File: src/rtl/core/ftpc_pkg.sv
// ----------------------------------------------------------------------------
// ftpc_pkg
// Types and protocol constants for the file transfer packet checker.
// ----------------------------------------------------------------------------
package ftpc_pkg;

  typedef enum logic [1:0] {
    PH_WAIT = 2'd0,
    PH_DATA = 2'd1,
    PH_DONE = 2'd2
  } phase_t;

  typedef enum logic [1:0] {
    K_NONE  = 2'd0,
    K_DATA  = 2'd1,
    K_START = 2'd2,
    K_END   = 2'd3
  } kind_t;

  typedef enum logic [2:0] {
    ERR_OK   = 3'd0,
    ERR_CTRL = 3'd1,
    ERR_SIZE = 3'd2,
    ERR_NAME = 3'd3,
    ERR_SEQ  = 3'd4,
    ERR_LEN  = 3'd5
  } err_t;

  // packet type bytes
  localparam logic [7:0] CTRL_DATA  = 8'h01;
  localparam logic [7:0] CTRL_START = 8'h02;
  localparam logic [7:0] CTRL_END   = 8'h03;

  // parameter fields of start and end packets
  localparam logic [7:0] PARAM_SIZE     = 8'h00;
  localparam logic [7:0] PARAM_NAME     = 8'h01;
  localparam logic [7:0] SIZE_PARAM_LEN = 8'd2;

  localparam logic [7:0] SEQ_RESET = 8'd1;

  typedef struct packed {
    logic        payload_valid;
    logic [7:0]  payload_byte;
    logic        packet_end;
    err_t        status;
    logic [15:0] file_size;
    logic        transfer_done;
  } result_t;

endpackage

File: src/rtl/core/ftpc_session.sv
// ----------------------------------------------------------------------------
// ftpc_session
// Session state and per-byte checks; gives the result for the byte presented.
// ----------------------------------------------------------------------------
module ftpc_session #(
  parameter int MAX_PACKET_BYTES = 4096
) (
  input  logic               clk,
  input  logic               rst,
  input  logic               step,
  input  logic [7:0]         data_byte,
  input  logic               last_byte,
  output ftpc_pkg::result_t  res
);

  localparam int PW = $clog2(MAX_PACKET_BYTES + 1);
  localparam int CW = (PW > 16) ? PW : 16;

  ftpc_pkg::phase_t phase, phase_next;
  ftpc_pkg::kind_t  kind, kind_next;
  ftpc_pkg::err_t   error_code, error_next;
  logic [PW-1:0]    pos, pos_next;
  logic [7:0]       seq, seq_next;
  logic [15:0]      dlen, dlen_next;
  logic [15:0]      size_reg, size_next;
  logic             pv;
  logic             is_ctrl;

  always_comb begin
    phase_next = phase;
    kind_next  = kind;
    error_next = error_code;
    pos_next   = pos;
    seq_next   = seq;
    dlen_next  = dlen;
    size_next  = size_reg;
    pv         = 1'b0;
    is_ctrl    = (kind == ftpc_pkg::K_START) || (kind == ftpc_pkg::K_END);

    if (error_code == ftpc_pkg::ERR_OK && phase != ftpc_pkg::PH_DONE) begin
      if (pos >= PW'(MAX_PACKET_BYTES)) begin
        error_next = ftpc_pkg::ERR_LEN;
      end else begin
        if (pos == '0) begin
          if (phase == ftpc_pkg::PH_WAIT) begin
            if (data_byte == ftpc_pkg::CTRL_START) kind_next = ftpc_pkg::K_START;
            else error_next = ftpc_pkg::ERR_CTRL;
          end else if (data_byte == ftpc_pkg::CTRL_DATA) begin
            kind_next = ftpc_pkg::K_DATA;
          end else if (data_byte == ftpc_pkg::CTRL_END) begin
            kind_next = ftpc_pkg::K_END;
          end else begin
            kind_next = ftpc_pkg::K_NONE;
          end
        end else if (is_ctrl) begin
          if (pos == PW'(1) && data_byte != ftpc_pkg::PARAM_SIZE)
            error_next = ftpc_pkg::ERR_SIZE;
          else if (pos == PW'(2) && data_byte != ftpc_pkg::SIZE_PARAM_LEN)
            error_next = ftpc_pkg::ERR_SIZE;
          else if (pos == PW'(3))
            dlen_next = {data_byte, 8'h00};
          else if (pos == PW'(4))
            dlen_next = {dlen[15:8], data_byte};
          else if (pos == PW'(5) && data_byte != ftpc_pkg::PARAM_NAME)
            error_next = ftpc_pkg::ERR_NAME;
        end else if (kind == ftpc_pkg::K_DATA) begin
          if (pos == PW'(1) && data_byte != seq)
            error_next = ftpc_pkg::ERR_SEQ;
          else if (pos == PW'(2))
            dlen_next = {data_byte, 8'h00};
          else if (pos == PW'(3))
            dlen_next = {dlen[15:8], data_byte};
          // payload starts after type, sequence and two length bytes
          pv = (pos >= PW'(4));
        end

        // end-of-packet checks, only if this byte raised nothing
        if (error_next == ftpc_pkg::ERR_OK && last_byte) begin
          if (is_ctrl) begin
            if (pos < PW'(4)) begin
              error_next = ftpc_pkg::ERR_SIZE;
            end else if (pos < PW'(5)) begin
              error_next = ftpc_pkg::ERR_NAME;
            end else begin
              size_next  = dlen_next;
              phase_next = (kind == ftpc_pkg::K_END) ? ftpc_pkg::PH_DONE
                                                     : ftpc_pkg::PH_DATA;
            end
          end else if (kind == ftpc_pkg::K_DATA) begin
            if (pos < PW'(1))
              error_next = ftpc_pkg::ERR_SEQ;
            else if (pos < PW'(3))
              error_next = ftpc_pkg::ERR_LEN;
            else if (CW'(dlen_next) != CW'(pos - PW'(3)))
              error_next = ftpc_pkg::ERR_LEN;
            else
              seq_next = seq + 8'd1;
          end
        end

        pos_next = last_byte ? '0 : pos + PW'(1);
        if (last_byte) kind_next = ftpc_pkg::K_NONE;
      end
    end

    res.payload_valid = pv;
    res.payload_byte  = pv ? data_byte : 8'h00;
    res.packet_end    = last_byte;
    res.status        = error_next;
    res.file_size     = size_next;
    res.transfer_done = (phase_next == ftpc_pkg::PH_DONE);
  end

  always_ff @(posedge clk) begin
    if (rst) begin
      phase      <= ftpc_pkg::PH_WAIT;
      kind       <= ftpc_pkg::K_NONE;
      error_code <= ftpc_pkg::ERR_OK;
      pos        <= '0;
      seq        <= ftpc_pkg::SEQ_RESET;
      dlen       <= 16'h0000;
      size_reg   <= 16'h0000;
    end else if (step) begin
      phase      <= phase_next;
      kind       <= kind_next;
      error_code <= error_next;
      pos        <= pos_next;
      seq        <= seq_next;
      dlen       <= dlen_next;
      size_reg   <= size_next;
    end
  end

endmodule
File: config.mk
export PLATFORM = sky130hd
export DESIGN_NAME = ftpc_session
export DESIGN_NICKNAME = d
export VERILOG_FILES = /design/src/rtl/core/ftpc_pkg.sv /design/src/rtl/core/ftpc_session.sv
export SDC_FILE = /design/constraint.sdc
export NUM_CORES = 1
export LEC_CHECK = 0
export ABC_AREA = 1
export BUFFER_PORTS_ARGS = -buffer_cell sky130_fd_sc_hd__buf_2
export CAP_MARGIN = 5
export CORE_UTILIZATION = 35
export DETAILED_ROUTE_END_ITERATION = 12
export MAX_ROUTING_LAYER = met4
export PLACE_DENSITY = 0.63
export SLEW_MARGIN = 30
export SYNTH_ARGS = -nofsm -noshare
export SYNTH_HDL_FRONTEND = slang
export SYNTH_SLANG_ARGS = --single-unit
File: constraint.sdc
create_clock -name clk -period 5.2 [get_ports clk]
set_input_delay 0.26 -clock clk [delete_from_list [all_inputs] [get_ports clk]]
set_output_delay 0.26 -clock clk [all_outputs]
set_load 0.005 [all_outputs]
# Yosys cells after proc, flatten, opt, wreduce, memory -nomap -nowiden
# Cells that the tools add are included.
dict set report totals {
  register_bits 60
  inputBits 12
  word_cells 116
}
dict set report classes {
  n_addsub 3
  order_cmp 6
  eq_ne 18
  n_mux 61
  bitwise_logic 5
  reduce_logical 16
}
# op count
set ops {}
lappend ops {{$mux 16} 16}
lappend ops {{$mux 3} 23}
lappend ops {{$eq 13x2->1 const B} 2}
lappend ops {{$eq 13x3->1 const B} 2}
lappend ops {{$lt 13x3->1 const B} 2}
lappend ops {{$mux 2} 13}
lappend ops {{$mux 8} 3}
lappend ops {{$eq 8x2->1 const B} 2}
lappend ops {{$ne 16x16->1} 1}
lappend ops {{$sub 13x2->14 const B} 1}
lappend ops {{$add 13x1->13 const B} 1}
lappend ops {{$eq 13x1->1 const B} 1}
lappend ops {{$ge 13x13->1 const B} 1}
lappend ops {{$ge 13x3->1 const B} 1}
lappend ops {{$logic_not 13->1} 1}
lappend ops {{$lt 13x1->1 const B} 1}
lappend ops {{$lt 13x2->1 const B} 1}
lappend ops {{$mux 13} 1}
lappend ops {{$reduce_and 9->1} 1}
lappend ops {{$add 8x1->8 const B} 1}
lappend ops {{$eq 8x1->1 const B} 1}
lappend ops {{$ne 8x1->1 const B} 1}
lappend ops {{$ne 8x2->1 const B} 1}
lappend ops {{$ne 8x8->1} 1}
lappend ops {{14 further kinds} 30}

# Logic depth before layout (Yosys ltp)
dict set report logic_depth {
  ltp_word 19
  ltp_mapped 27
  depth_no_buf 27
}

# Worst setup path before layout
# No wires, ideal clock.
dict set report synth_timing {
  path_kind {flip-flop to output port}
  startpoint {register pos[0]}
  endpoint {output port res[10] (netlist name)}
  arrival_time_ns 2.303
  slack_ns 2.637
  stages_incl_launch_ff 19
  n_path_buf 1
  cell_sequence {dfxtp_1 -> inv_1 -> ha_1 -> nand2_1 -> nor2_4 -> nand3_2 -> nand2_2 -> nor2_4 -> nand2_1 -> nand3_1 -> o21ai_1 -> inv_1 -> nor2_1 -> nand2_1 -> nor3_4 -> inv_2 -> buf_2 -> o21ai_0 -> inv_1}
}
# element line_no
set synth_lines {}
lappend synth_lines {{start, declared} ftpc_session.sv:22} ;# logic [PW-1:0] pos, pos_next;
lappend synth_lines {{start signal, assigned} ftpc_session.sv:127} ;# pos <= pos_next;
lappend synth_lines {{end, declared} ftpc_session.sv:13} ;# output ftpc_pkg::result_t res

==> flow_summary_export.csv <==
group,metric,value,unit
power,p_int,0.00102,W
worst_setup_path,r2r_slack,1.30,ns
power,power_leakage,2.77,nW
finish,layout.nets,866,
worst_setup_path,critPathKind,"reg2out",
global_route,grt_util_all_layers,22.0,%
power,pwr-share-seq,31.5,%
global_route,met2_usage,35.2,%
worst_setup_path,path_buf_inv,7,
power,power.share.clock,37.5,%
sta,hold_viol,0,
route,wire_per_inst,14.3,um
power,irDropWorstVdd,0.179,mV
power,p_total,0.00163,W
global_route,grt_pass1_wl,24.0,mm
synth,synth_area_per_cell,5.98,um2
route,routed_wl,14.8,mm
clock_network,hold_buffers,0,
clock_network,clk_path_buf_depth,2,
worst_setup_path,path_max_fanout,22,
finish,diodes,0,
route,ant_nets,0,
synth,synth_most_common_cell,"nand2_1",
worst_setup_path,r2r_start,"pos[4]",
floorplanning,fp.dieW,121,um
sta,timing.final.max_slew_violations,0,
clock_network,clock_sinks,60,
power,combPwrFrac,31.0,%
clock_network,cts_tree,"built",
route,drt-initial-drc-count,392,
synth,synthCells,824,
synth,synth_cell_type_count,43,
worst_setup_path,cp.arrival,4.18,ns
global_route,grt_overflow,0,
placed_design,place_area,5220,um2
run,maxCapViolations,0,
synth,yosys.area.top_type,"dfxtp_1",
placed_design,hpwl,11.3,mm
sta,rsz0062_at_grt,"false",
synth,synth_commonest_cells,"nand2_1, inv_1, nor2_1",
clock_network,cts_resized,0,
power,switching_share,36.9,%
hold_path,hp-start,"last_byte",
finish,drive_gt1_share,15.0,%
placed_design,place_congestion,0.943,
sta,setup_slack,0.758,ns
synth,async_reset_ff_share,0,%
clock_network,cts-htree-levels,3,
synth,syn_area,4930,um2
run_status,outcome,"complete, no violations",
synth,seq_area_frac_synth,24.4,%
floorplanning,dieHeight,121,um
worst_setup_path,cp_cell_sequence,"nor2_4, nand2_4, inv_2, nand3_1, nor2_1, inv_2, a21oi_1, inv_1, o21ai_1, inv_1, nor2_1, nand2_1, nor3_4, inv_2, o21ai_0, inv_1, buf_2",
route,remaining_drc_errors,0,
global_route,grt_pass1_vias,4758,
floorplanning,core_area,13800,um2
synth,synth_flop_cell,"dfxtp_1",
floorplanning,rows,43,
clock_network,post_cts_buffers,0,
global_route,grt_busiest_layer,"met2",
sta,max_slew_margin,39.4,%
synth,yosysWarnings,0,
synth,ys_top_cells_by_area,"dfxtp_1, nand2_1, inv_1",
global_route,met3_usage,4.29,%
floorplanning,io_pins,42,
route,dr_total_vias,5139,
global_route,met1_usage,26.6,%
finish,fin_area,5520,um2
placed_design,io_buffer_count,41,
synth,synth_edf_count,0,
placed_design,post-place-ws,1.15,ns
sta,fin_setup_tns,0,ns
floorplanning,die_area,14600,um2
clock_network,cts_root_buf,"clkbuf_16",
sta,fin_crit_sh,85.4,%
synth,postSynthRegisterBits,60,
worst_setup_path,critical_path.top_delay_family,"simple AND/OR/NAND/NOR gates",
sta,setup_viol,0,
hold_path,min-delay-path-class,"in2reg",
worst_setup_path,startpoint,"pos[4]",
power,p_per_area,294,nW/um2
sta,fmax,225,MHz
route,first_pass_iters,6,
clock_network,cts_made_buffers,9,
worst_setup_path,crit_path_top_delay_cell,"nor2_1",
synth,synth_nets,841,
route,via_per_inst,4.97,
power,p_sw,0.000600,W
worst_setup_path,crit_path_start_kind,"register",
global_route,grt_antenna_before_repair,0,
synth,synth_top_cell_area_share,24.4,%
sta,worst_slew_pin_slew,0.904,ns
worst_setup_path,critPathMaxStageDelay,0.55,ns
clock_network,clkLatencyLatePin,0.35,ns
sta,period_minus_slack,4.44,ns
clock_network,clkTransAtPathRegs,0.05,ns
floorplanning,floorplan.initialDensity,35.7,%
sta,skew,0.00707,ns
global_route,grt_max_degree,39,
finish,synthToLayoutAreaGrowth,12.0,%
worst_setup_path,end_kind,"output port",
worst_setup_path,cp.required,4.94,ns
-- layout by cell type, fill, tap and decap left out, types with 5 or more instances in the layout --
cell       Yosys  layout
inv_2          9       9
o211ai_1       6       6
clkbuf_16      0       9
inv_1        113     112
or2_2          8       8
xnor2_1        7       7
nor3_1        12      12
nand2_2       17      17
nand3_1       60      60
dfxtp_1       60      60
nand2_1      210     210
a211oi_1       5       5
a21oi_1       47      47
nor2_1        80      79
nand3b_1       6       6
o21ai_0       64      64
xor2_1        10      10
ha_1           5       5
nor2_4         7       7
nor2_2         7       8
o21ai_1       12      12
buf_2          9      41
nand4_1       16      16
-- power by group through the flow --
stage | Combinational, W | Clock [W] | Sequential (W)
2_1_floorplan | 0.000382 | 0 | 0.000516
3_3_place_gp | 0.000496 | 0 | 0.000520
3_5_place_dp | 0.000498 | 0 | 0.000521
4_1_cts | 0.000501 | 0.000620 | 0.000512
5_1_grt | 0.000576 | 0.000638 | 0.000517
6_report | 0.000503 | 0.000610 | 0.000512
-- area by class of cell --
| cell class | count | area (um2) |
|---|---|---|
| tap | 180 | 225 |
| multi-input combinational | 610 | 3100 |
| timing repair buffer | 44 | 228 |
| clock buffer | 10 | 239 |
| inverter | 124 | 467 |
| sequential | 60 | 1200 |
| clock inverter | 6 | 63.8 |
| fill | 1496 | 8310 |
-- path summary, 6_finish.rpt --
check	cells after the start	end
min reg2reg	2	seq[4]
min	4	kind[1]
max reg2reg	16	size_reg[10]
max	17	res[11]
-- cell families (layout without fill, tap and decap cells) --
group	count (synthesis)	count (layout)	share of synthesized area, %
AOI/OAI and AO/OA	142	142	15.4
xor gates and xnor gates	17	17	3.02
DFF	60	60	24.4
and+or+nand+nor	446	446	43.1
buffers and inverters	154	184	12.9
adders and majority gates	5	5	1.27
-- worst min-delay path, cell delays in order --
cell	delay, ns
buf_2	0.11
a21oi_1	0.05
nand2_1	0.06
a21oi_1	0.05
-- stage by stage --
step,util [%],cells,hold slack (ns)
after detailed placement,37.7,1018,0.481
after global placement,37.7,1018,0.480
after global routing,39.9,1034,0.254
after CTS,39.9,1034,0.231
after floorplan,-,824,0.434
final,39.9,1034,0.234
-- per-layer routing --
| metal | vias to the layer above | wire length (um) |
|---|---|---|
| li1 | 2694 | - |
| met1 | 2315 | 6810 |
| met2 | 102 | 6840 |
| met3 | 28 | 689 |
| met4 | 0 | 486 |
| met5 | - | 0 |
(Power assumes the default switching activity.)
